File: src/rtl/core/ltok_pkg.sv
// Shared types, token kind codes and keyword tables for the line tokenizer.
// No dependencies; all files that use it reference it by scoped names.
`default_nettype none
package ltok_pkg;

  // One result item
  typedef struct packed {
    logic [5:0]  kind;
    logic [11:0] start;
    logic [12:0] len;
    logic [3:0]  kwi;
    logic [2:0]  err;
  } res_t;

  // One queue entry: the results of one input item
  typedef struct packed {
    logic two;
    res_t r0;
    res_t r1;
  } entry_t;

  // Queue head as seen by the output side
  typedef struct packed {
    logic   valid;
    entry_t head;
  } qhead_t;

  localparam int QDEPTH = 4;
  localparam int QAW    = 2;

  // Token kinds
  localparam logic [5:0] K_ERR     = 6'd0;
  localparam logic [5:0] K_SHLEQ   = 6'd1;
  localparam logic [5:0] K_SHL     = 6'd2;
  localparam logic [5:0] K_LE      = 6'd3;
  localparam logic [5:0] K_NE      = 6'd4;
  localparam logic [5:0] K_LT      = 6'd5;
  localparam logic [5:0] K_SHREQ   = 6'd6;
  localparam logic [5:0] K_SHR     = 6'd7;
  localparam logic [5:0] K_GE      = 6'd8;
  localparam logic [5:0] K_GT      = 6'd9;
  localparam logic [5:0] K_INC     = 6'd10;
  localparam logic [5:0] K_ADDEQ   = 6'd11;
  localparam logic [5:0] K_ADD     = 6'd12;
  localparam logic [5:0] K_DEC_OP  = 6'd13;
  localparam logic [5:0] K_SUBEQ   = 6'd14;
  localparam logic [5:0] K_SUB     = 6'd15;
  localparam logic [5:0] K_OREQ    = 6'd16;
  localparam logic [5:0] K_OR      = 6'd17;
  localparam logic [5:0] K_ANDEQ   = 6'd18;
  localparam logic [5:0] K_AND     = 6'd19;
  localparam logic [5:0] K_EQEQ    = 6'd20;
  localparam logic [5:0] K_ASSIGN  = 6'd21;
  localparam logic [5:0] K_DEFINE  = 6'd22;
  localparam logic [5:0] K_COLON   = 6'd23;
  localparam logic [5:0] K_LBRACE  = 6'd24;
  localparam logic [5:0] K_BINARY  = 6'd32;
  localparam logic [5:0] K_HEXNUM  = 6'd33;
  localparam logic [5:0] K_FLOAT   = 6'd34;
  localparam logic [5:0] K_DECIMAL = 6'd35;
  localparam logic [5:0] K_KEYWORD = 6'd36;
  localparam logic [5:0] K_IDENT   = 6'd37;

  // Error codes
  localparam logic [2:0] E_NONE    = 3'd0;
  localparam logic [2:0] E_EMPTYB  = 3'd1;
  localparam logic [2:0] E_EMPTYX  = 3'd2;
  localparam logic [2:0] E_NOFRAC  = 3'd3;
  localparam logic [2:0] E_UNKNOWN = 3'd4;
  localparam logic [2:0] E_TOOLONG = 3'd5;

  localparam logic [11:0] TOOLONG_COL = 12'd4095;

  // Keywords, first character in the top byte
  localparam int NKW = 9;
  localparam logic [47:0] KW_TEXT [NKW] = '{
    "return", "if    ", "else  ", "for   ", "loop  ",
    "break ", "not   ", "and   ", "or    "
  };
  localparam logic [2:0] KW_LEN [NKW] = '{
    3'd6, 3'd2, 3'd4, 3'd3, 3'd4, 3'd5, 3'd3, 3'd3, 3'd2
  };
  localparam logic [8:0] ALL_KW = 9'h1FF;

  function automatic logic is_digit(input logic [7:0] c);
    return c >= "0" && c <= "9";
  endfunction

  function automatic logic is_alpha(input logic [7:0] c);
    return (c >= "a" && c <= "z") || (c >= "A" && c <= "Z");
  endfunction

  function automatic logic is_alnum(input logic [7:0] c);
    return is_digit(c) || is_alpha(c);
  endfunction

  function automatic logic is_space(input logic [7:0] c);
    return c == " " || (c >= 8'd9 && c <= 8'd13);
  endfunction

  function automatic logic is_hex(input logic [7:0] c);
    return is_digit(c) || (c >= "a" && c <= "f") || (c >= "A" && c <= "F");
  endfunction

  // Drop keywords that do not have character c at position pos
  function automatic logic [8:0] kw_filter(input logic [8:0] cand, input logic pos_ok,
                                           input logic [2:0] pos, input logic [7:0] c);
    logic [8:0] o;
    o = cand;
    for (int k = 0; k < NKW; k++) begin
      if (!pos_ok || pos >= KW_LEN[k] || KW_TEXT[k][47 - 8*pos -: 8] != c) begin
        o[k] = 1'b0;
      end
    end
    return o;
  endfunction

  function automatic res_t mk(input logic [5:0] kind, input logic [11:0] start,
                              input logic [12:0] len, input logic [3:0] kwi,
                              input logic [2:0] err);
    res_t r;
    r.kind  = kind;
    r.start = start;
    r.len   = len;
    r.kwi   = kwi;
    r.err   = err;
    return r;
  endfunction

endpackage
`default_nettype wire

File: src/rtl/core/ltok_if.sv
// Channel interfaces for the line tokenizer: character input and token output.
// Depends on nothing.
`default_nettype none
interface ltok_in_if;
  logic       valid;
  logic       ready;
  logic       mode;
  logic [7:0] ch;
  modport source (output valid, mode, ch, input ready);
  modport sink   (input valid, mode, ch, output ready);
endinterface

interface ltok_out_if;
  logic        valid;
  logic        ready;
  logic [5:0]  kind;
  logic [11:0] start_column;
  logic [12:0] token_length;
  logic [3:0]  keyword_index;
  logic [2:0]  error_code;
  logic        last;
  modport source (output valid, kind, start_column, token_length, keyword_index,
                  error_code, last, input ready);
  modport sink   (input valid, kind, start_column, token_length, keyword_index,
                  error_code, last, output ready);
endinterface
`default_nettype wire

File: src/rtl/core/ltok_front.sv
// Lexer front end: accepts one character or end of line per cycle when space_ok,
// keeps pending token state, makes up to two results per request. Uses ltok_pkg.
`default_nettype none
module ltok_front #(
  parameter int CW  = 13,
  parameter int MAX = 4096
) (
  input  wire logic            clk,
  input  wire logic            rst_n,
  input  wire logic            in_valid,
  input  wire logic            in_mode,
  input  wire logic [7:0]      in_ch,
  input  wire logic            space_ok,
  output logic                 push,
  output ltok_pkg::entry_t     push_entry
);

  localparam logic [4:0] PH_IDLE = 5'd0,  PH_LT = 5'd1,    PH_LTLT = 5'd2,
                         PH_GT = 5'd3,    PH_GTGT = 5'd4,  PH_PLUS = 5'd5,
                         PH_MINUS = 5'd6, PH_PIPE = 5'd7,  PH_AMP = 5'd8,
                         PH_EQ = 5'd9,    PH_COLON = 5'd10, PH_SINGLE = 5'd11,
                         PH_UNKNOWN = 5'd12, PH_ZERO = 5'd13, PH_ZERO_B = 5'd14,
                         PH_ZERO_X = 5'd15, PH_BIN = 5'd16, PH_HEX = 5'd17,
                         PH_DEC = 5'd18,  PH_FLOAT = 5'd19, PH_IDENT = 5'd20;

  logic [4:0]    phase_r, phase_nxt;
  logic [CW-1:0] col_r, col_nxt;
  logic [CW-1:0] start_r, start_nxt;
  logic [5:0]    held_r, held_nxt;
  logic [8:0]    cand_r, cand_nxt;
  logic          frac_r, frac_nxt;

  logic [CW-1:0]    pos;
  logic             pos_ok;
  logic [11:0]      s12;
  logic [12:0]      len13;
  ltok_pkg::res_t   f0, f1, x0, r0, r1;
  logic [1:0]       fn, n;
  logic             xn;
  logic             x_ok, x_idle, x_inc;
  logic [4:0]       x_phase;
  logic             x_frac;
  logic [8:0]       x_cand;
  logic             kw_hit;
  logic [3:0]       kw_idx;
  logic             acc;

  assign acc    = in_valid && space_ok;
  assign pos    = col_r - start_r;
  assign pos_ok = pos < CW'(6);
  assign s12    = 12'(start_r);
  assign len13  = 13'(pos);

  // Pick the first surviving keyword of the right length
  always_comb begin
    kw_hit = 1'b0;
    kw_idx = '0;
    for (int k = ltok_pkg::NKW - 1; k >= 0; k--) begin
      if (cand_r[k] && 13'(ltok_pkg::KW_LEN[k]) == len13) begin
        kw_hit = 1'b1;
        kw_idx = 4'(k);
      end
    end
  end

  // Report the pending token
  always_comb begin
    f0 = '0;
    f1 = '0;
    fn = 2'd0;
    case (phase_r)
      PH_LT:      begin f0 = ltok_pkg::mk(ltok_pkg::K_LT, s12, 13'd1, '0, '0); fn = 2'd1; end
      PH_LTLT:    begin f0 = ltok_pkg::mk(ltok_pkg::K_SHL, s12, 13'd2, '0, '0); fn = 2'd1; end
      PH_GT:      begin f0 = ltok_pkg::mk(ltok_pkg::K_GT, s12, 13'd1, '0, '0); fn = 2'd1; end
      PH_GTGT:    begin f0 = ltok_pkg::mk(ltok_pkg::K_SHR, s12, 13'd2, '0, '0); fn = 2'd1; end
      PH_PLUS:    begin f0 = ltok_pkg::mk(ltok_pkg::K_ADD, s12, 13'd1, '0, '0); fn = 2'd1; end
      PH_MINUS:   begin f0 = ltok_pkg::mk(ltok_pkg::K_SUB, s12, 13'd1, '0, '0); fn = 2'd1; end
      PH_PIPE:    begin f0 = ltok_pkg::mk(ltok_pkg::K_OR, s12, 13'd1, '0, '0); fn = 2'd1; end
      PH_AMP:     begin f0 = ltok_pkg::mk(ltok_pkg::K_AND, s12, 13'd1, '0, '0); fn = 2'd1; end
      PH_EQ:      begin f0 = ltok_pkg::mk(ltok_pkg::K_ASSIGN, s12, 13'd1, '0, '0); fn = 2'd1; end
      PH_COLON:   begin f0 = ltok_pkg::mk(ltok_pkg::K_COLON, s12, 13'd1, '0, '0); fn = 2'd1; end
      PH_SINGLE:  begin f0 = ltok_pkg::mk(held_r, s12, 13'd1, '0, '0); fn = 2'd1; end
      PH_UNKNOWN: begin
        f0 = ltok_pkg::mk(ltok_pkg::K_ERR, s12, '0, '0, ltok_pkg::E_UNKNOWN); fn = 2'd1;
      end
      PH_ZERO:    begin f0 = ltok_pkg::mk(ltok_pkg::K_DECIMAL, s12, 13'd1, '0, '0); fn = 2'd1; end
      PH_ZERO_B, PH_ZERO_X: begin
        f0 = ltok_pkg::mk(ltok_pkg::K_ERR, s12, '0, '0,
                          (phase_r == PH_ZERO_B) ? ltok_pkg::E_EMPTYB : ltok_pkg::E_EMPTYX);
        f1 = ltok_pkg::mk(ltok_pkg::K_IDENT, 12'(start_r + CW'(1)), 13'd1, '0, '0);
        fn = 2'd2;
      end
      PH_BIN:     begin f0 = ltok_pkg::mk(ltok_pkg::K_BINARY, s12, len13, '0, '0); fn = 2'd1; end
      PH_HEX:     begin f0 = ltok_pkg::mk(ltok_pkg::K_HEXNUM, s12, len13, '0, '0); fn = 2'd1; end
      PH_DEC:     begin f0 = ltok_pkg::mk(ltok_pkg::K_DECIMAL, s12, len13, '0, '0); fn = 2'd1; end
      PH_FLOAT: begin
        if (frac_r) begin
          f0 = ltok_pkg::mk(ltok_pkg::K_ERR, s12, '0, '0, ltok_pkg::E_NOFRAC);
          f1 = ltok_pkg::mk(ltok_pkg::K_FLOAT, s12, len13, '0, '0);
          fn = 2'd2;
        end else begin
          f0 = ltok_pkg::mk(ltok_pkg::K_FLOAT, s12, len13, '0, '0);
          fn = 2'd1;
        end
      end
      PH_IDENT: begin
        f0 = kw_hit ? ltok_pkg::mk(ltok_pkg::K_KEYWORD, s12, len13, kw_idx, '0)
                    : ltok_pkg::mk(ltok_pkg::K_IDENT, s12, len13, '0, '0);
        fn = 2'd1;
      end
      default: ;
    endcase
  end

  // Try to extend the pending token with the incoming character
  always_comb begin
    x_ok    = 1'b0;
    x_idle  = 1'b0;
    x_inc   = 1'b0;
    x_phase = phase_r;
    x_frac  = frac_r;
    x_cand  = cand_r;
    xn      = 1'b0;
    x0      = '0;
    case (phase_r)
      PH_LT: begin
        if (in_ch == "<") begin
          x_ok = 1'b1; x_phase = PH_LTLT;
        end else if (in_ch == "=" || in_ch == ">") begin
          x_ok = 1'b1; x_idle = 1'b1; xn = 1'b1;
          x0 = ltok_pkg::mk((in_ch == "=") ? ltok_pkg::K_LE : ltok_pkg::K_NE,
                            s12, 13'd2, '0, '0);
        end
      end
      PH_GT: begin
        if (in_ch == ">") begin
          x_ok = 1'b1; x_phase = PH_GTGT;
        end else if (in_ch == "=") begin
          x_ok = 1'b1; x_idle = 1'b1; xn = 1'b1;
          x0 = ltok_pkg::mk(ltok_pkg::K_GE, s12, 13'd2, '0, '0);
        end
      end
      PH_LTLT, PH_GTGT: begin
        if (in_ch == "=") begin
          x_ok = 1'b1; x_idle = 1'b1; xn = 1'b1;
          x0 = ltok_pkg::mk((phase_r == PH_LTLT) ? ltok_pkg::K_SHLEQ : ltok_pkg::K_SHREQ,
                            s12, 13'd3, '0, '0);
        end
      end
      PH_PLUS: begin
        if (in_ch == "+" || in_ch == "=") begin
          x_ok = 1'b1; x_idle = 1'b1; xn = 1'b1;
          x0 = ltok_pkg::mk((in_ch == "+") ? ltok_pkg::K_INC : ltok_pkg::K_ADDEQ,
                            s12, 13'd2, '0, '0);
        end
      end
      PH_MINUS: begin
        if (in_ch == "-" || in_ch == "=") begin
          x_ok = 1'b1; x_idle = 1'b1; xn = 1'b1;
          x0 = ltok_pkg::mk((in_ch == "-") ? ltok_pkg::K_DEC_OP : ltok_pkg::K_SUBEQ,
                            s12, 13'd2, '0, '0);
        end
      end
      PH_PIPE, PH_AMP, PH_EQ, PH_COLON: begin
        if (in_ch == "=") begin
          x_ok = 1'b1; x_idle = 1'b1; xn = 1'b1;
          x0 = ltok_pkg::mk((phase_r == PH_PIPE) ? ltok_pkg::K_OREQ :
                            (phase_r == PH_AMP)  ? ltok_pkg::K_ANDEQ :
                            (phase_r == PH_EQ)   ? ltok_pkg::K_EQEQ : ltok_pkg::K_DEFINE,
                            s12, 13'd2, '0, '0);
        end
      end
      PH_ZERO: begin
        if (in_ch == "b") begin
          x_ok = 1'b1; x_phase = PH_ZERO_B;
        end else if (in_ch == "x") begin
          x_ok = 1'b1; x_phase = PH_ZERO_X;
        end else if (ltok_pkg::is_digit(in_ch)) begin
          x_ok = 1'b1; x_phase = PH_DEC;
        end else if (in_ch == ".") begin
          x_ok = 1'b1; x_phase = PH_FLOAT; x_frac = 1'b1;
        end
      end
      PH_ZERO_B, PH_ZERO_X: begin
        if ((phase_r == PH_ZERO_B) ? (in_ch == "0" || in_ch == "1")
                                   : ltok_pkg::is_hex(in_ch)) begin
          x_ok = 1'b1;
          x_phase = (phase_r == PH_ZERO_B) ? PH_BIN : PH_HEX;
        end else if (ltok_pkg::is_alnum(in_ch)) begin
          // Empty prefix: report it and restart as an identifier at the letter
          x_ok = 1'b1; x_inc = 1'b1; xn = 1'b1; x_phase = PH_IDENT;
          x0 = ltok_pkg::mk(ltok_pkg::K_ERR, s12, '0, '0,
                            (phase_r == PH_ZERO_B) ? ltok_pkg::E_EMPTYB : ltok_pkg::E_EMPTYX);
          x_cand = ltok_pkg::kw_filter(
                     ltok_pkg::kw_filter(ltok_pkg::ALL_KW, 1'b1, 3'd0,
                                         (phase_r == PH_ZERO_B) ? 8'("b") : 8'("x")),
                     1'b1, 3'd1, in_ch);
        end
      end
      PH_BIN:  x_ok = (in_ch == "0" || in_ch == "1");
      PH_HEX:  x_ok = ltok_pkg::is_hex(in_ch);
      PH_DEC: begin
        if (ltok_pkg::is_digit(in_ch)) begin
          x_ok = 1'b1;
        end else if (in_ch == ".") begin
          x_ok = 1'b1; x_phase = PH_FLOAT; x_frac = 1'b1;
        end
      end
      PH_FLOAT: begin
        if (ltok_pkg::is_digit(in_ch)) begin
          x_ok = 1'b1; x_frac = 1'b0;
        end
      end
      PH_IDENT: begin
        if (ltok_pkg::is_alnum(in_ch)) begin
          x_ok = 1'b1;
          x_cand = ltok_pkg::kw_filter(cand_r, pos_ok, pos[2:0], in_ch);
        end
      end
      default: ;
    endcase
  end

  // Select results and next state
  always_comb begin
    phase_nxt = phase_r;
    col_nxt   = col_r;
    start_nxt = start_r;
    held_nxt  = held_r;
    cand_nxt  = cand_r;
    frac_nxt  = frac_r;
    r0 = f0;
    r1 = f1;
    n  = fn;
    if (in_mode) begin
      phase_nxt = PH_IDLE;
      frac_nxt  = 1'b0;
      held_nxt  = '0;
      col_nxt   = '0;
      start_nxt = '0;
      cand_nxt  = ltok_pkg::ALL_KW;
    end else if (col_r >= CW'(MAX)) begin
      r0 = ltok_pkg::mk(ltok_pkg::K_ERR, ltok_pkg::TOOLONG_COL, '0, '0, ltok_pkg::E_TOOLONG);
      r1 = '0;
      n  = 2'd1;
    end else begin
      col_nxt = col_r + CW'(1);
      if (x_ok) begin
        r0 = x0;
        r1 = '0;
        n  = {1'b0, xn};
        cand_nxt = x_cand;
        if (x_inc) begin
          start_nxt = start_r + CW'(1);
        end
        if (x_idle) begin
          phase_nxt = PH_IDLE;
          frac_nxt  = 1'b0;
          held_nxt  = '0;
        end else begin
          phase_nxt = x_phase;
          frac_nxt  = x_frac;
        end
      end else begin
        // Close the pending token and open a new one
        start_nxt = col_r;
        frac_nxt  = 1'b0;
        held_nxt  = '0;
        case (in_ch)
          "{": begin phase_nxt = PH_SINGLE; held_nxt = ltok_pkg::K_LBRACE; end
          "}": begin phase_nxt = PH_SINGLE; held_nxt = ltok_pkg::K_LBRACE + 6'd1; end
          "(": begin phase_nxt = PH_SINGLE; held_nxt = ltok_pkg::K_LBRACE + 6'd2; end
          ")": begin phase_nxt = PH_SINGLE; held_nxt = ltok_pkg::K_LBRACE + 6'd3; end
          "[": begin phase_nxt = PH_SINGLE; held_nxt = ltok_pkg::K_LBRACE + 6'd4; end
          "]": begin phase_nxt = PH_SINGLE; held_nxt = ltok_pkg::K_LBRACE + 6'd5; end
          ";": begin phase_nxt = PH_SINGLE; held_nxt = ltok_pkg::K_LBRACE + 6'd6; end
          ",": begin phase_nxt = PH_SINGLE; held_nxt = ltok_pkg::K_LBRACE + 6'd7; end
          "<": phase_nxt = PH_LT;
          ">": phase_nxt = PH_GT;
          "+": phase_nxt = PH_PLUS;
          "-": phase_nxt = PH_MINUS;
          "|": phase_nxt = PH_PIPE;
          "&": phase_nxt = PH_AMP;
          "=": phase_nxt = PH_EQ;
          ":": phase_nxt = PH_COLON;
          "0": phase_nxt = PH_ZERO;
          default: begin
            if (ltok_pkg::is_digit(in_ch)) begin
              phase_nxt = PH_DEC;
            end else if (ltok_pkg::is_alpha(in_ch)) begin
              phase_nxt = PH_IDENT;
              cand_nxt  = ltok_pkg::kw_filter(ltok_pkg::ALL_KW, 1'b1, 3'd0, in_ch);
            end else if (ltok_pkg::is_space(in_ch)) begin
              phase_nxt = PH_IDLE;
            end else begin
              phase_nxt = PH_UNKNOWN;
            end
          end
        endcase
      end
    end
  end

  assign push           = acc && (n != 2'd0);
  assign push_entry.two = n[1];
  assign push_entry.r0  = r0;
  assign push_entry.r1  = r1;

  // Advance lexer state on each accepted request
  always_ff @(posedge clk) begin
    if (!rst_n) begin
      phase_r <= PH_IDLE;
      col_r   <= '0;
      start_r <= '0;
      held_r  <= '0;
      cand_r  <= ltok_pkg::ALL_KW;
      frac_r  <= 1'b0;
    end else if (acc) begin
      phase_r <= phase_nxt;
      col_r   <= col_nxt;
      start_r <= start_nxt;
      held_r  <= held_nxt;
      cand_r  <= cand_nxt;
      frac_r  <= frac_nxt;
    end
  end

endmodule
`default_nettype wire

File: src/rtl/core/ltok_queue.sv
// Short queue of result groups between the lexer front end and the output side.
// Uses ltok_pkg types.
`default_nettype none
module ltok_queue (
  input  wire logic             clk,
  input  wire logic             rst_n,
  input  wire logic             push,
  input  ltok_pkg::entry_t      push_entry,
  input  wire logic             pop,
  output logic                  space_ok,
  output ltok_pkg::qhead_t      head
);

  ltok_pkg::entry_t             mem_r [ltok_pkg::QDEPTH];
  logic [ltok_pkg::QAW-1:0]     wr_r, wr_nxt, rd_r, rd_nxt;
  logic [ltok_pkg::QAW:0]       cnt_r, cnt_nxt;

  assign space_ok   = cnt_r != (ltok_pkg::QAW+1)'(ltok_pkg::QDEPTH);
  assign head.valid = cnt_r != '0;
  assign head.head  = mem_r[rd_r];

  // Move pointers and fill count
  always_comb begin
    wr_nxt  = push ? wr_r + 1'b1 : wr_r;
    rd_nxt  = pop ? rd_r + 1'b1 : rd_r;
    cnt_nxt = cnt_r + (ltok_pkg::QAW+1)'(push) - (ltok_pkg::QAW+1)'(pop);
  end

  always_ff @(posedge clk) begin
    if (!rst_n) begin
      wr_r  <= '0;
      rd_r  <= '0;
      cnt_r <= '0;
    end else begin
      wr_r  <= wr_nxt;
      rd_r  <= rd_nxt;
      cnt_r <= cnt_nxt;
    end
  end

  // Store payload
  always_ff @(posedge clk) begin
    if (push) begin
      mem_r[wr_r] <= push_entry;
    end
  end

endmodule
`default_nettype wire

File: src/rtl/core/ltok_back.sv
// Output side: splits each queued group into single result requests and
// flags the last one. Uses ltok_pkg types and the output interface.
`default_nettype none
module ltok_back (
  input  wire logic          clk,
  input  wire logic          rst_n,
  input  ltok_pkg::qhead_t   head,
  output logic               pop,
  ltok_out_if.source         out_bus
);

  logic            sel_r, sel_nxt;
  logic            fin;
  ltok_pkg::res_t  cur;

  assign cur  = sel_r ? head.head.r1 : head.head.r0;
  assign fin  = !head.head.two || sel_r;
  assign pop  = head.valid && out_bus.ready && fin;

  assign out_bus.valid         = head.valid;
  assign out_bus.kind          = cur.kind;
  assign out_bus.start_column  = cur.start;
  assign out_bus.token_length  = cur.len;
  assign out_bus.keyword_index = cur.kwi;
  assign out_bus.error_code    = cur.err;
  assign out_bus.last          = fin;

  // Step to the second result of a group, back to the first after it
  always_comb begin
    sel_nxt = sel_r;
    if (head.valid && out_bus.ready) begin
      sel_nxt = !fin;
    end
  end

  always_ff @(posedge clk) begin
    if (!rst_n) begin
      sel_r <= 1'b0;
    end else begin
      sel_r <= sel_nxt;
    end
  end

endmodule
`default_nettype wire

File: src/rtl/core/line_tokenizer_unit.sv
// Top level of the line tokenizer: lexer front end, result queue, output side.
// Depends on ltok_pkg, ltok_if, ltok_front, ltok_queue, ltok_back.
//
//   channel   dir   payload                                             handshake
//   in_bus    in    mode, ch                                            valid/ready
//   out_bus   out   kind, start_column, token_length, keyword_index,    valid/ready
//                   error_code, last
//
// One request is accepted per cycle while the four-group queue has room.
// Each request leaves zero, one or two results; the output side sends one per cycle
// while out_bus.ready is high, so an item with two results goes out as two transfers.
// Results of an accepted request are stored in the queue and sent from its head.
// Reset is synchronous, active low; it returns the lexer to column 0 and empties
// the queue. A stalled output fills the queue and then drops in_bus.ready.
`default_nettype none
module line_tokenizer_unit #(
  parameter int MAX_LINE_LENGTH = 4096
) (
  input  wire logic   clk,
  input  wire logic   rst_n,
  ltok_in_if.sink     in_bus,
  ltok_out_if.source  out_bus
);

  localparam int CW = $clog2(MAX_LINE_LENGTH + 1);

  logic               space_ok;
  logic               push;
  logic               pop;
  ltok_pkg::entry_t   push_entry;
  ltok_pkg::qhead_t   head;

  assign in_bus.ready = space_ok;

  ltok_front #(.CW(CW), .MAX(MAX_LINE_LENGTH)) u_front (
    .clk        (clk),
    .rst_n      (rst_n),
    .in_valid   (in_bus.valid),
    .in_mode    (in_bus.mode),
    .in_ch      (in_bus.ch),
    .space_ok   (space_ok),
    .push       (push),
    .push_entry (push_entry)
  );

  ltok_queue u_queue (
    .clk        (clk),
    .rst_n      (rst_n),
    .push       (push),
    .push_entry (push_entry),
    .pop        (pop),
    .space_ok   (space_ok),
    .head       (head)
  );

  ltok_back u_back (
    .clk     (clk),
    .rst_n   (rst_n),
    .head    (head),
    .pop     (pop),
    .out_bus (out_bus)
  );

endmodule
`default_nettype wire

File: src/flat_wrapper.sv
// flat-port wrapper written by rule: the top's interface ports become plain ports
module line_tokenizer_unit_flat 
#(
  parameter int MAX_LINE_LENGTH = 4096
)
  (clk, rst_n, in_bus_valid, in_bus_mode, in_bus_ch, in_bus_ready, out_bus_valid, out_bus_kind, out_bus_start_column, out_bus_token_length, out_bus_keyword_index, out_bus_error_code, out_bus_last, out_bus_ready);
  ltok_in_if in_bus_i ();
  ltok_out_if out_bus_i ();
  input  wire logic clk;
  input  wire logic rst_n;
  input wire logic [$bits(in_bus_i.valid)-1:0] in_bus_valid;
  input wire logic [$bits(in_bus_i.mode)-1:0] in_bus_mode;
  input wire logic [$bits(in_bus_i.ch)-1:0] in_bus_ch;
  output wire logic [$bits(in_bus_i.ready)-1:0] in_bus_ready;
  output wire logic [$bits(out_bus_i.valid)-1:0] out_bus_valid;
  output wire logic [$bits(out_bus_i.kind)-1:0] out_bus_kind;
  output wire logic [$bits(out_bus_i.start_column)-1:0] out_bus_start_column;
  output wire logic [$bits(out_bus_i.token_length)-1:0] out_bus_token_length;
  output wire logic [$bits(out_bus_i.keyword_index)-1:0] out_bus_keyword_index;
  output wire logic [$bits(out_bus_i.error_code)-1:0] out_bus_error_code;
  output wire logic [$bits(out_bus_i.last)-1:0] out_bus_last;
  input wire logic [$bits(out_bus_i.ready)-1:0] out_bus_ready;
  assign in_bus_i.valid = in_bus_valid;
  assign in_bus_i.mode = in_bus_mode;
  assign in_bus_i.ch = in_bus_ch;
  assign in_bus_ready = in_bus_i.ready;
  assign out_bus_valid = out_bus_i.valid;
  assign out_bus_kind = out_bus_i.kind;
  assign out_bus_start_column = out_bus_i.start_column;
  assign out_bus_token_length = out_bus_i.token_length;
  assign out_bus_keyword_index = out_bus_i.keyword_index;
  assign out_bus_error_code = out_bus_i.error_code;
  assign out_bus_last = out_bus_i.last;
  assign out_bus_i.ready = out_bus_ready;
  line_tokenizer_unit #(.MAX_LINE_LENGTH(MAX_LINE_LENGTH)) u_core (.clk(clk), .rst_n(rst_n), .in_bus(in_bus_i), .out_bus(out_bus_i));
endmodule
File: config.mk
export PLATFORM = sky130hd
export DESIGN_NAME = line_tokenizer_unit_flat
export DESIGN_NICKNAME = d
export VERILOG_FILES = /design/src/rtl/core/ltok_pkg.sv /design/src/rtl/core/ltok_if.sv /design/src/rtl/core/ltok_front.sv /design/src/rtl/core/ltok_queue.sv /design/src/rtl/core/ltok_back.sv /design/src/rtl/core/line_tokenizer_unit.sv /design/src/flat_wrapper.sv
export SDC_FILE = /design/constraint.sdc
export NUM_CORES = 1
export LEC_CHECK = 0
export BUFFER_PORTS_ARGS = -buffer_cell sky130_fd_sc_hd__buf_2
export CAP_MARGIN = 20
export CELL_PAD_IN_SITES_DETAIL_PLACEMENT = 0
export CELL_PAD_IN_SITES_GLOBAL_PLACEMENT = 1
export CORE_MARGIN = 2
export CORE_UTILIZATION = 46
export CTS_CLUSTER_SIZE = 20
export DETAILED_ROUTE_END_ITERATION = 16
export MAX_ROUTING_LAYER = met4
export PLACE_DENSITY_LB_ADDON = 0.1
export SYNTH_ARGS = -nofsm -noshare
export SYNTH_HDL_FRONTEND = slang
export SYNTH_SLANG_ARGS = --single-unit
File: constraint.sdc
create_clock -name clk -period 4.84 [get_ports clk]
set_input_delay 0.968 -clock clk [delete_from_list [all_inputs] [get_ports clk]]
set_output_delay 0.968 -clock clk [all_outputs]
set_load 0.01 [all_outputs]
# Word-level counts from Yosys, hierarchy flattened
# Memory sizes are Yosys's and may differ from the RTL's. A register that Yosys moved wholly into a read port is not among the register bits.
# Cells that the tools add are included.
[totals] memories=1 register_bits=55 in_bits=13 ramBits=308 output_inout_bits=41
[op_classes] eq_ne=102 n_shift=9 n_lt_le_gt_ge=17 mux=166 n_reduce_logical=70 n_addsub=8
[mem_list] name="u_core.u_queue.mem_r" depth=4 width=77 read_ports=1 rd_clocked_by_memory_dff=1 write_ports=1 line="ltok_queue.sv:14" rtl="ltok_pkg::entry_t mem_r [ltok_pkg::QDEPTH];"
[op_table] operator="$pmux 38 s19" n=1
[op_table] operator="$shiftx 55x33->8 const A" n=9
[op_table] operator="$mux 38" n=9
[op_table] operator="$pmux 37 s7" n=1
[op_table] operator="$mux 36" n=4
[op_table] operator="$eq 8x6->1 const B" n=15
[op_table] operator="$mux 35" n=3
[op_table] operator="$reduce_and 10->1" n=9
[op_table] operator="$mux 9" n=9
[op_table] operator="$mux 5" n=16
[op_table] operator="$mux 13" n=6
[op_table] operator="$mux 1" n=76
[op_table] operator="$pmux 38 s2" n=1
[op_table] operator="$ne 7x8->1 const A" n=9
[op_table] operator="$ne 8x8->1" n=9
[op_table] operator="$mux 32" n=2
[op_table] operator="$ne 7x7->1 const A" n=9
[op_table] operator="$eq 8x7->1 const B" n=7
[op_table] operator="$pmux 5 s10" n=1
[op_table] operator="$ne 4x4->1 const B" n=12
[op_table] operator="$eq 5x4->1 const B" n=8
[op_table] operator="$mux 4" n=10
[op_table] operator="$pmux 5 s8" n=1
[op_table] operator="$eq 3x13->1 const A" n=3
[op_table] operator="other kinds (56)" n=142

# Logic depth before layout (Yosys ltp)
# Gate-level depths: netlist of the first run.
[logic_depth] word_depth=17 depth_mapped=15 mapped_depth_nobuf=13

# Modules after synthesis
# Synthesis of the first run repeated with hierarchy kept, for this count alone.
[hier_totals] cells_unflattened=1507 hier_area_um2=18619.1
[modules_own_cells] module="ltok_queue" cells_per_inst=446 seq_area_each_um2=9429.0 n_inst=1 area_each_um2=11587.4
[modules_own_cells] module="ltok_front" cells_per_inst=1012 seq_area_each_um2=900.9 n_inst=1 area_each_um2=6516.2
[modules_own_cells] module="ltok_back" cells_per_inst=49 seq_area_each_um2=20.0 n_inst=1 area_each_um2=515.5

# Worst setup path before layout of the first run
# No wires, ideal clock.
[synth_timing] path_type="input -> register" startpoint="in in_bus_ch[6]" endpoint="mem u_core.u_queue.mem_r[0][10] (netlist name) (enable)" setup_slack_ns=0.106 stages=9 arrival_time_ns=4.302 setup_time_ns=0.433 t_required_ns=4.407 path_cell_list="buf_2 -> and4bb_1 -> clkbuf_1 -> and2_1 -> a21oi_1 -> a211oi_2 -> nor3_1 -> o22ai_2 -> and3_1"
[synth_via] elab_chain_cells=14 elab_cells_between_ends=57 classes_between="8 x order compare; 10 x eq/ne; 24 x mux; 15 x reduce/logical"
[synth_rtl] item="start: declaration" line="flat_wrapper.sv:13" rtl="input wire logic [$bits(in_bus_i.ch)-1:0] in_bus_ch;"
[synth_rtl] item="$ge 8x7->1, or another cell as far along" line="ltok_pkg.sv:90, ltok_pkg.sv:102"
[synth_rtl] item="$logic_and 1x1->1 (on tied branches)" line="ltok_pkg.sv:90, ltok_pkg.sv:102, ltok_pkg.sv:86"
[synth_rtl] item="$logic_or 1x1->1 (on tied branches)" line="ltok_pkg.sv:90, ltok_pkg.sv:102"
[synth_rtl] item="$logic_or 1x1->1 (on tied branches)" line="ltok_pkg.sv:94, ltok_pkg.sv:102"
[synth_rtl] item="$mux 1 (on tied branches)" line="ltok_front.sv:189, ltok_front.sv:215, ltok_front.sv:185"
[synth_rtl] item="$mux 1" line="ltok_front.sv:185" rtl="if ((phase_r == PH_ZERO_B) ? (in_ch == \"0\" || in_ch == \"1\")"
[synth_rtl] item="$pmux 1 s12 or $pmux 1 s6 (tied branches)" line="ltok_front.sv:125" rtl="case (phase_r)"
[synth_rtl] item="$mux 2 (*)" line="ltok_front.sv:248" rtl="if (x_ok) begin"
[synth_rtl] item="$mux 2 (*)" line="ltok_front.sv:242" rtl="end else if (col_r >= CW'(MAX)) begin"
[synth_rtl] item="$mux 2 (*)" line="ltok_front.sv:235" rtl="if (in_mode) begin"
[synth_rtl] item="$reduce_bool 2->1 (*)" line="ltok_front.sv:304" rtl="assign push = acc && (n != 2'd0);"
[synth_rtl] item="$logic_and 1x1->1 (*)" line="ltok_front.sv:304"
[synth_rtl] item="$mux 1 (*)" line="ltok_queue.sv:43" rtl="if (push) begin"
[synth_rtl] item="$mux 1 (implied by the code) (*)" line="ltok_queue.sv:44" rtl="mem_r[wr_r] <= push_entry;"
[synth_rtl] item="end: declaration" line="ltok_queue.sv:14"
# Mark *: on every way between the ends. The rest lies on a longest branch, timed or not.

# Worst setup path after layout of the first run
[layout_timing] startpoint="reg u_core.u_front.col_r[0]" endpoint="reg u_core.u_front.cand_r[5]"
[layout_via] elab_chain_cells=7 elab_cells_between_ends=13 classes_between="2 x add/sub; 3 x order compare; 3 x eq/ne; 1 x shift; 4 x reduce/logical"
[layout_rtl] item="start: declaration" line="ltok_front.sv:27" rtl="logic [CW-1:0] col_r, col_nxt;"
[layout_rtl] item="start signal: assignment" line="ltok_front.sv:320" rtl="col_r <= col_nxt;"
[layout_rtl] item="$sub 13x13->13" line="ltok_front.sv:49" rtl="assign pos = col_r - start_r;"
[layout_rtl] item="$sub 6x6->7 or $lt 13x3->1 (tied branches)" line="ltok_pkg.sv:111, ltok_front.sv:50"
[layout_rtl] item="$shiftx 55x33->8 or $logic_not 1->1 (tied branches)" line="ltok_pkg.sv:111" rtl="if (!pos_ok || pos >= KW_LEN[k] || KW_TEXT[k][47 - 8*pos -: 8] != c) begin"
[layout_rtl] item="$ne 8x8->1 or $logic_or 1x1->1 (tied branches)" line="ltok_pkg.sv:111"
[layout_rtl] item="$logic_or 1x1->1" line="ltok_pkg.sv:111"
[layout_rtl] item="$ne 4x4->1 (no line)"
[layout_rtl] item="$reduce_and 10->1 (no line) (*)"
[layout_rtl] item="end signal: assignment" line="ltok_front.sv:316" rtl="cand_r <= ltok_pkg::ALL_KW;"
[layout_rtl] item="end signal: assignment" line="ltok_front.sv:323" rtl="cand_r <= cand_nxt;"
[layout_rtl] item="end: declaration" line="ltok_front.sv:30" rtl="logic [8:0] cand_r, cand_nxt;"
# Marked as above.
# A chain may end at the register's enable or synchronous reset.

==> flow_summary.toml, run 1 <==
[clocking]
clock-sinks = 323
cts_resized = 0
clockBufferDepth = 3
htree_levels = 2
cts_setup_buffers = 0
cts_tree = "yes"
clkSlewWorstSetupHoldPaths_ns = 0.06
clkLatencyLatePin_ns = 0.52
numCtsBuffers = 35
clock_tree.root_cell = "clkbuf_16"
cts-hold-fix-buffers = 0

[logic_synthesis]
synth_edf_count = 268
synth_area_sq_um = 16800
synth_flop_cell = "edfxtp_1"
synth.avg_cell_area_sq_um = 11.5
ys_types = 99
synth_cells = 1465
ys_ff_latch = 323
async_flop_share = 0
ys_warn_count = 0
syn-num-nets = 1505
ys_seq_area_frac = 0.543

[sta]
setup_viol = 0
hold_viol = 0
rsz0062_at_grt = "no"
slew_violations = 0
tightest_slew_ns = 0.969
maxSlewHeadroom = 0.345
final.min_clock_period_ns = 4.25
finalCritPeriodShare = 0.879
final.setup.tns_ns = 0
clock.fmax_ghz = 0.235
finalClockSkew_ns = 0.0204

[floorplanning]
ios = 54
dieArea_sq_um = 38200
die_y_um = 195
initial_utilization = 0.463
die_w_um = 195
coreArea_sq_um = 36300
row_count = 70

[critical_path]
r2r-end = "u_core.u_front.cand_r[5]$_SDFFE_PN1P_"
endpoint_kind = "register"
crit_slowest_cell = "a2111oi_0"
cp_max_fo = 6
crit_type = "reg -> reg"
worst_setup_path_start_kind = "register"
path_common_cell = "ha_1"
arrival_ns = 4.65
cpPeakStageDelay_ns = 0.54
crit_chain = "inv_1 -> ha_1 -> fa_1 -> xnor2_1 -> ha_1 -> or3b_2 -> nor2_1 -> a21oi_1 -> o32a_1 -> a2111oi_0 -> buf_4 -> and3_1 -> a22oi_1 -> o31a_1"
reg2reg_depth = 14
timing.rr.start = "u_core.u_front.col_r[0]$_SDFFE_PN0P_"
r2r_setup_slack_ns = 0.59
required_ns = 5.24

[worst_hold_path]
min-delay-start = "u_core.u_front.held_r[2]$_SDFFE_PN0P_"
min_path_type = "reg -> reg"
whs_endpoint = "u_core.u_front.held_r[2]$_SDFFE_PN0P_"
holdPathStages = 2

[finish]
drive_above_1_share = 0.185
final_nets = 1569
area_delta_synth_final_pct = 13.7
diodes = 0
finalInstanceArea_sq_um = 19100

[global_routing]
grt_overflow_total = 0
grt.total_usage = 0.261
antenna_found_initial = 0
grt_pass1_wl_mm = 73.7
grt_pass1_vias = 11900
grt_max_degree = 50

[routing]
routedWlPerCell_um = 23.9
firstDrtPassIters = 5
num_vias = 12400
drtIter0Drc = 1163
drc = 0
antenna_left = 0
wl_mm = 48.3
viasPerCell = 6.14

[placed_design]
place_area_sq_um = 18000
place.gp.congestion = 0.926
portBuffers = 53
hpwl_mm = 34.1

[power]
cellPowerDensity_nw_per_um2 = 446
ir_drop_uv = 297
p_leak_nw = 6.62

[run]
cap_violations = 0

[run_status]
outcome = "finished, final reports clean"
==> cells in the final DEF (no fill, tap or decap), types with 10 or more instances in the layout <==
cell / Yosys / layout
a211oi_1: 11 / 11
a21oi_1: 79 / 79
a31oi_1: 16 / 16
and2_1: 22 / 22
and3_1: 27 / 23
buf_2: 20 / 53
buf_4: 2 / 61
clkbuf_16: 0 / 36
clkinv_1: 4 / 10
dfxtp_1: 55 / 53
edfxtp_1: 268 / 268
ha_1: 25 / 25
inv_1: 32 / 32
mux4_2: 67 / 67
nand2_1: 194 / 194
nand2b_1: 12 / 12
nand3_1: 39 / 39
nand4_1: 12 / 12
nor2_1: 114 / 114
nor2b_1: 10 / 10
nor3_1: 43 / 43
o21ai_0: 64 / 64
o22ai_1: 20 / 19
or3_1: 16 / 16
xnor2_1: 20 / 20
xor2_1: 13 / 13
==> synthesized netlist by cell type, types with 13 or more instances <==
cell type,n,area share
nand2_1,194,0.043
dfxtp_1,55,0.065
buf_2,20,0.0059
a31oi_1,16,0.0059
inv_1,32,0.0071
mux4_2,67,0.090
edfxtp_1,268,0.48
a21oi_1,79,0.023
xnor2_1,20,0.010
buf_1,18,0.0040
nand3_1,39,0.012
and2_1,22,0.0082
ha_1,25,0.019
nor3_1,43,0.013
or3_1,16,0.0059
nor2_1,114,0.025
o22ai_1,20,0.0074
o21ai_0,64,0.019
clkbuf_1,56,0.012
xor2_1,13,0.0068
and3_1,27,0.010
==> area by class of cell <==
cell class	instances	area (sq um)
clock buffer	43	937
clock inverter	20	235
fill	3142	17200
inverter	37	139
multi-input combinational	1009	7190
sequential	323	9150
tap	468	586
timing repair buffer	123	903
==> worst max path at each step <==
stage | slack [ns] | cells after the start | to | startpoint
2_1_floorplan | 0.11 | 9 | u_core.u_queue.mem_r[0][10]$_DFFE_PP_ | in_bus_ch[6]
3_3_place_gp | 0.42 | 11 | u_core.u_queue.mem_r[0][62]$_DFFE_PP_ | in_bus_ch[1]
3_5_place_dp | 0.55 | 15 | u_core.u_queue.cnt_r[2]$_SDFF_PN0_ | in_bus_ch[1]
4_1_cts | 0.57 | 14 | u_core.u_front.cand_r[5]$_SDFFE_PN1P_ | u_core.u_front.col_r[0]$_SDFFE_PN0P_
5_1_grt | 0.35 | 14 | u_core.u_front.cand_r[5]$_SDFFE_PN1P_ | u_core.u_front.col_r[0]$_SDFFE_PN0P_
6_report | 0.59 | 14 | u_core.u_front.cand_r[5]$_SDFFE_PN1P_ | u_core.u_front.col_r[0]$_SDFFE_PN0P_
==> routing by layer <==
layer	wire [um]	vias up	track usage
met2	22600	427	0.405
met3	2700	66	0.0339
met1	21800	6198	0.366
met5	0	-	-
met4	1150	0	0.0690
li1	-	5721	-
==> worst max-delay path, delay by kind of cell (launching register included) <==
kind / cells / cell delay (ns)
DFF: 1 / 0.42
and+or+nand+nor: 3 / 0.93
adders and majority gates: 3 / 1.04
AOI/OAI and AO/OA: 5 / 1.11
buffers and inverters: 2 / 0.33
xor gates and xnor gates: 1 / 0.29
==> report_power, final <==
group,switching [W],internal (W),total [W]
clock network,0.00107,0.00165,0.00272
logic,0.00133,0.000973,0.00230
registers,0.000184,0.00333,0.00352
==> metrics by stage <==
stage | cells | hold slack, ns | worst slack, ns | power, W | util
6_report | 2023 | 0.460 | 0.585 | 0.00853 | 0.527
5_1_grt | 2023 | 0.498 | 0.353 | 0.00892 | 0.527
4_1_cts | 2023 | 0.466 | 0.567 | 0.00861 | 0.527
3_5_place_dp | 1960 | 0.457 | 0.548 | 0.00590 | 0.494
3_3_place_gp | 1960 | 0.460 | 0.421 | 0.00589 | 0.494
2_1_floorplan | 1465 | 0.437 | 0.106 | 0.00503 | -
==> state kept, by name, summed over array words and instances (netlist names), named ones only <==
signal,flops
u_core.u_front.frac_r,1
u_core.u_queue.rd_r,2
u_core.u_front.phase_r,5
u_core.u_front.cand_r,9
u_core.u_back.sel_r,1
u_core.u_queue.wr_r,2
u_core.u_front.held_r,4
u_core.u_front.col_r,13
u_core.u_queue.mem_r,268
u_core.u_front.start_r,13
u_core.u_queue.cnt_r,3
==> logic make-up (layout without fill, tap and decap cells) <==
logic type      Yosys count  in the layout  synth area share
fa+ha+maj                27             27            0.0209
xor+xnor                 33             33            0.0172
flops                   323            323             0.543
buf+inv                 133            223            0.0316
mux                      75             75            0.0944
compound gates          312            312             0.125
simple gates            562            562             0.168
(Power assumes the default switching activity.)
==> inputs of run 2 (changes only) <==
--- a/config.mk
+++ b/config.mk
@@ -9,6 +9,7 @@
 export CAP_MARGIN = 20
 export CELL_PAD_IN_SITES_DETAIL_PLACEMENT = 0
 export CELL_PAD_IN_SITES_GLOBAL_PLACEMENT = 1
+export CORE_ASPECT_RATIO = 0.7
 export CORE_MARGIN = 2
 export CORE_UTILIZATION = 46
 export CTS_CLUSTER_SIZE = 20
==> flow_summary.toml, run 2 (synthesis gave the netlist of run 1 again) <==
[run_status]
outcome = "finished, final reports clean"

[sta]
clock.fmax_ghz = 0.236
final.setup.tns_ns = 0
maxSlewHeadroom = 0.295
setup_viol = 0
finalCritPeriodShare = 0.876
rsz0062_at_grt = "no"
slew_violations = 0
tightest_slew_ns = 1.05
hold_slack_ns = 0.476
hold_viol = 0
final.min_clock_period_ns = 4.24
finalClockSkew_ns = 0.0148

[clocking]
clock-sinks = 323
cts_tree = "yes"
cts_setup_buffers = 0
clkLatencyLatePin_ns = 0.59
cts_resized = 0
clockBufferDepth = 3
htree_levels = 1
numCtsBuffers = 30
cts-hold-fix-buffers = 0
clock_tree.root_cell = "clkbuf_16"
clkSlewWorstSetupHoldPaths_ns = 0.07

[routing]
antenna_left = 0
drtIter0Drc = 1577
routedWlPerCell_um = 24.4
drc = 0
viasPerCell = 6.18
firstDrtPassIters = 6
num_vias = 12500
wl_mm = 49.5

[power]
ir_drop_uv = 267
seqPwrFrac = 0.420
p_total_w = 0.00822
switchingPower_w = 0.00261
power_frac_comb = 0.294
p_int_w = 0.00561
clock_power_share = 0.286
p_sw_frac = 0.318
cellPowerDensity_nw_per_um2 = 434
p_leak_nw = 6.50

[finish]
utilization = 0.526
multi_input_area_sq_um = 7180
drive_above_1_share = 0.180
reg_top3 = "u_core.u_queue.mem_r x268, u_core.u_front.col_r x13, u_core.u_front.start_r x13"
area_delta_synth_final_pct = 12.3
diodes = 0
final_nets = 1564
seqCellArea_sq_um = 9160
regMostFlops = "u_core.u_queue.mem_r"
layout_commonest_cell = "edfxtp_1"
nFillCells = 3200
finalInstanceArea_sq_um = 18900
largest_reg_flops = 268
mostFrequentLayoutCells = "edfxtp_1 (268), nand2_1 (194), nor2_1 (114)"

[placed_design]
place_area_sq_um = 17900
place.gp.congestion = 0.944
hpwl_mm = 34.8
portBuffers = 53

[critical_path]
crit_type = "reg -> reg"
crit_slowest_cell = "or3b_2"
arrival_ns = 4.72
path_delay_family = "adder cells"
crit_buf_inv = 2
reg2reg_depth = 14
crit_chain = "inv_1 -> ha_1 -> fa_1 -> xnor2_1 -> ha_1 -> or3b_2 -> nor2_1 -> a21oi_1 -> o32a_1 -> a2111oi_0 -> buf_4 -> and3_1 -> a22oi_1 -> o31a_1"
cp_max_fo = 4
worst_setup_path_start_kind = "register"
endpoint_kind = "register"
cp-endpoint = "u_core.u_front.cand_r[5]$_SDFFE_PN1P_"
timing.rr.start = "u_core.u_front.col_r[0]$_SDFFE_PN0P_"
required_ns = 5.32
r2r_setup_slack_ns = 0.60
critPathLaunch = "u_core.u_front.col_r[0]$_SDFFE_PN0P_"
cp.depth = 14
r2r-end = "u_core.u_front.cand_r[5]$_SDFFE_PN1P_"
cpPeakStageDelay_ns = 0.51
path_common_cell = "ha_1"

[floorplanning]
die_y_um = 164
dieArea_sq_um = 38200
initial_utilization = 0.468
row_count = 58
coreArea_sq_um = 36000
die_w_um = 233
ios = 54

[global_routing]
grt.total_usage = 0.269
antenna_found_initial = 0
grt_max_degree = 68
grt_overflow_total = 0
grt_pass1_wl_mm = 74.3
grt_pass1_vias = 11800

[worst_hold_path]
min_path_type = "reg -> reg"

[run]
cap_violations = 0
-- run 2: cell type report --
cell class | count | area share
repair buffers | 123 | 0.0458
flip-flops and latches | 323 | 0.484
inverters | 37 | 0.00734
clock buffers | 37 | 0.0411
well taps | 480 | 0.0317
clock inverters | 19 | 0.0106
multi-input cells | 1009 | 0.380
-- run 2: worst min path at each step --
stage / from / to / slack, ns / cells after the start
after floorplan: u_core.u_front.held_r[2]$_SDFFE_PN0P_ / u_core.u_front.held_r[2]$_SDFFE_PN0P_ / 0.44 / 2
after global placement: u_core.u_front.held_r[2]$_SDFFE_PN0P_ / u_core.u_front.held_r[2]$_SDFFE_PN0P_ / 0.45 / 2
after detailed placement: u_core.u_front.held_r[2]$_SDFFE_PN0P_ / u_core.u_front.held_r[2]$_SDFFE_PN0P_ / 0.46 / 2
after CTS: u_core.u_front.held_r[2]$_SDFFE_PN0P_ / u_core.u_front.held_r[2]$_SDFFE_PN0P_ / 0.47 / 2
after global routing: u_core.u_front.held_r[2]$_SDFFE_PN0P_ / u_core.u_front.held_r[2]$_SDFFE_PN0P_ / 0.51 / 2
final: u_core.u_front.held_r[2]$_SDFFE_PN0P_ / u_core.u_front.held_r[2]$_SDFFE_PN0P_ / 0.48 / 2
-- run 2: power groups by stage --
stage | logic (W) | clock network [W] | registers (W)
final | 0.00241 | 0.00235 | 0.00346
after global routing | 0.00261 | 0.00251 | 0.00348
after CTS | 0.00241 | 0.00240 | 0.00346
after detailed placement | 0.00240 | 0 | 0.00352
after global placement | 0.00241 | 0 | 0.00351
after floorplan | 0.00157 | 0 | 0.00346
-- run 2: worst min-delay path, delay by kind of cell, from the launching register on --
kind | cells | cell delay, ns
flip-flops | 1 | 0.31
AO/OA/AOI/OAI | 1 | 0.06
AND/OR/NAND/NOR | 1 | 0.05
-- run 2: per-layer routing --
layer / GRT usage / vias to the layer above / wire, um
li1: - / 5707 / -
met1: 0.436 / 6212 / 25100
met2: 0.343 / 564 / 19100
met3: 0.0538 / 54 / 4470
met4: 0.0463 / 0 / 792
met5: - / - / 0
-- run 2: per-stage QoR --
stage                     std cells  setup slack, ns
final                          2028            0.602
after global routing           2028            0.329
after CTS                      2028            0.608
after detailed placement       1972            0.505
after global placement         1972            0.547
after floorplan                1465            0.106
==> inputs of run 3 (changes only) <==
--- a/config.mk
+++ b/config.mk
@@ -5,13 +5,14 @@
 export SDC_FILE = /design/constraint.sdc
 export NUM_CORES = 1
 export LEC_CHECK = 0
+export ABC_AREA = 1
 export BUFFER_PORTS_ARGS = -buffer_cell sky130_fd_sc_hd__buf_2
 export CAP_MARGIN = 20
 export CELL_PAD_IN_SITES_DETAIL_PLACEMENT = 0
 export CELL_PAD_IN_SITES_GLOBAL_PLACEMENT = 1
 export CORE_ASPECT_RATIO = 0.7
 export CORE_MARGIN = 2
-export CORE_UTILIZATION = 46
+export CORE_UTILIZATION = 44
 export CTS_CLUSTER_SIZE = 20
 export DETAILED_ROUTE_END_ITERATION = 16
 export MAX_ROUTING_LAYER = met4
==> flow_summary.toml, run 3 <==
[finish]
layout_commonest_cell = "nor2_1"
diodes = 0
drive_above_1_share = 0.110
largest_reg_flops = 268
final_nets = 2069
area_delta_synth_final_pct = 11.3
reg_top3 = "u_core.u_queue.mem_r x268, u_core.u_front.col_r x13, u_core.u_front.start_r x13"
mostFrequentLayoutCells = "nor2_1 (396), nand2_1 (294), edfxtp_1 (268)"
regMostFlops = "u_core.u_queue.mem_r"

[logic_synthesis]
synth_area_sq_um = 17200
synth_edf_count = 268
synth_common_cells = "nor2_1 (400), nand2_1 (294), edfxtp_1 (268)"
async_flop_share = 0
ys_ff_latch = 323
synth.avg_cell_area_sq_um = 8.67
synth_flop_cell = "edfxtp_1"
ys_seq_area_frac = 0.532
syn-num-nets = 2023
synth_cells = 1983
yosysMostFrequentCell = "nor2_1"
synthTopCellsByArea = "edfxtp_1 (47%), nor2_1 (8.7%), nand2_1 (6.4%)"
synth_top_area_share = 0.468
ys_warn_count = 0
synth_top_cell_by_area = "edfxtp_1"
ys_types = 59

[run]
cap_violations = 0

[global_routing]
grt_max_degree = 82
grt.total_usage = 0.268
grt_pass1_vias = 13400
grt_overflow_total = 0
grt_pass1_wl_mm = 80.7
antenna_found_initial = 0

[power]
cellPowerDensity_nw_per_um2 = 452
p_leak_nw = 7.61
ir_drop_uv = 419
p_total_w = 0.00864

[critical_path]
timing.rr.start = "u_core.u_front.col_r[0]$_SDFFE_PN0P_"
cp_max_fo = 13
arrival_ns = 4.46
endpoint_kind = "register"
crit_type = "in -> reg"
critPathLaunch = "in_bus_ch[1]"
worst_setup_path_start_kind = "primary input"
required_ns = 5.24

[placed_design]
place.gp.congestion = 0.929
portBuffers = 53
hpwl_mm = 37.0

[floorplanning]
coreArea_sq_um = 38500
ios = 54
dieArea_sq_um = 40700
initial_utilization = 0.447
die_y_um = 169
row_count = 60
die_w_um = 240

[worst_hold_path]
min-delay-start = "u_core.u_front.cand_r[0]$_SDFFE_PN1P_"
min_path_type = "reg -> reg"

[sta]
slew_violations = 0
rsz0062_at_grt = "no"
hold_slack_ns = 0.456
finalCritPeriodShare = 0.837
hold_viol = 0
clock.fmax_ghz = 0.247
setup_viol = 0
tightest_slew_ns = 0.866
finalClockSkew_ns = 0.0232
maxSlewHeadroom = 0.418
final.min_clock_period_ns = 4.05

[clocking]
cts_resized = 0
clkLatencyLatePin_ns = 0.53
htree_levels = 2
numCtsBuffers = 34
clock_tree.root_cell = "clkbuf_16"
clkSlewWorstSetupHoldPaths_ns = 0.06
cts_setup_buffers = 0
cts-hold-fix-buffers = 0
clock-sinks = 323
clockBufferDepth = 3
cts_tree = "yes"

[routing]
num_vias = 14200
drtIter0Drc = 1122
firstDrtPassIters = 5
wl_mm = 52.8
drc = 0
viasPerCell = 5.52
antenna_left = 0
routedWlPerCell_um = 20.5

[run_status]
outcome = "finished, final reports clean"
[run 3: cell types whose count changed after synthesis, moves of 23 or more]
cell	delta
nor2_1	+286
inv_1	+142
o21ai_0	+120
nand2_1	+100
mux4_2	-67
nand3_1	+65
and3_1	-27
nor2_2	+26
o22ai_1	+25
a31oi_1	+23
[run 3: power breakdown]
| group | switching [W] | internal, W |
|---|---|---|
| combinational | 0.00191 | 0.000834 |
| sequential | 0.000132 | 0.00331 |
| clock | 0.00106 | 0.00140 |
[run 3: metal layers]
| layer | track usage | part of all wire | vias up |
|---|---|---|---|
| li1 | - | - | 6890 |
| met1 | 0.406 | 0.50 | 6812 |
| met2 | 0.380 | 0.42 | 443 |
| met3 | 0.0438 | 0.067 | 62 |
| met4 | 0.0486 | 0.014 | 0 |
| met5 | - | 0 | - |
[run 3: worst paths after layout]
| path | slack [ns] | cells past startpoint | to |
|---|---|---|---|
| setup / recovery | 0.79 | 19 | u_core.u_queue.cnt_r[2]$_SDFF_PN0_ |
| hold / removal | 0.46 | 2 | u_core.u_front.cand_r[0]$_SDFFE_PN1P_ |
| setup reg to reg | 0.82 | 14 | u_core.u_queue.mem_r[0][43]$_DFFE_PP_ |
| hold reg to reg | 0.46 | 2 | u_core.u_front.cand_r[0]$_SDFFE_PN1P_ |
[run 3: final cells by class]
class                      instances  area, sq um
timing repair buffer              92          633
multi-input combinational       1379         6930
tap                              527          659
clock inverter                    11          119
clock buffer                      44          888
fill                            3720        19400
sequential                       323         9150
inverter                         199          756
[run 3: per-stage QoR]
stage               worst slack (ns)  setup TNS, ns   util  instance area, sq um  std cells
floorplan                      -1.04        -279.08      -                 17200       1983
global placement               0.366              0  0.471                 18100       2520
detailed placement             0.299              0  0.471                 18100       2520
CTS                            0.842              0  0.497                 19100       2575
global route                   0.455              0  0.497                 19100       2575
finish                         0.787              0  0.497                 19100       2575
[run 3: worst max-delay path, stage by stage]
cell	delay [ns]
buf_2	0.30
nand2_1	0.25
nand2_1	0.11
nand3_1	0.07
nand3_1	0.21
nand2_2	0.13
a21oi_2	0.15
nor2b_1	0.27
nand3_4	0.19
nand2_4	0.10
nand3_2	0.13
nand3_2	0.17
nand2_2	0.19
ha_1	0.34
inv_1	0.04
ha_1	0.20
fa_1	0.41
o21ai_0	0.17
a21oi_1	0.06
[run 3: cells by family (layout without fill, tap and decap cells)]
kind of cell,count (synthesis),in the layout,share of synthesized area
AO/OA/AOI/OAI,401,401,0.134
XOR/XNOR,32,32,0.0163
adder cells (fa/ha/maj),27,27,0.0205
buffers and inverters,281,346,0.0669
flip-flops,323,323,0.532
AND/OR/NAND/NOR,919,919,0.230
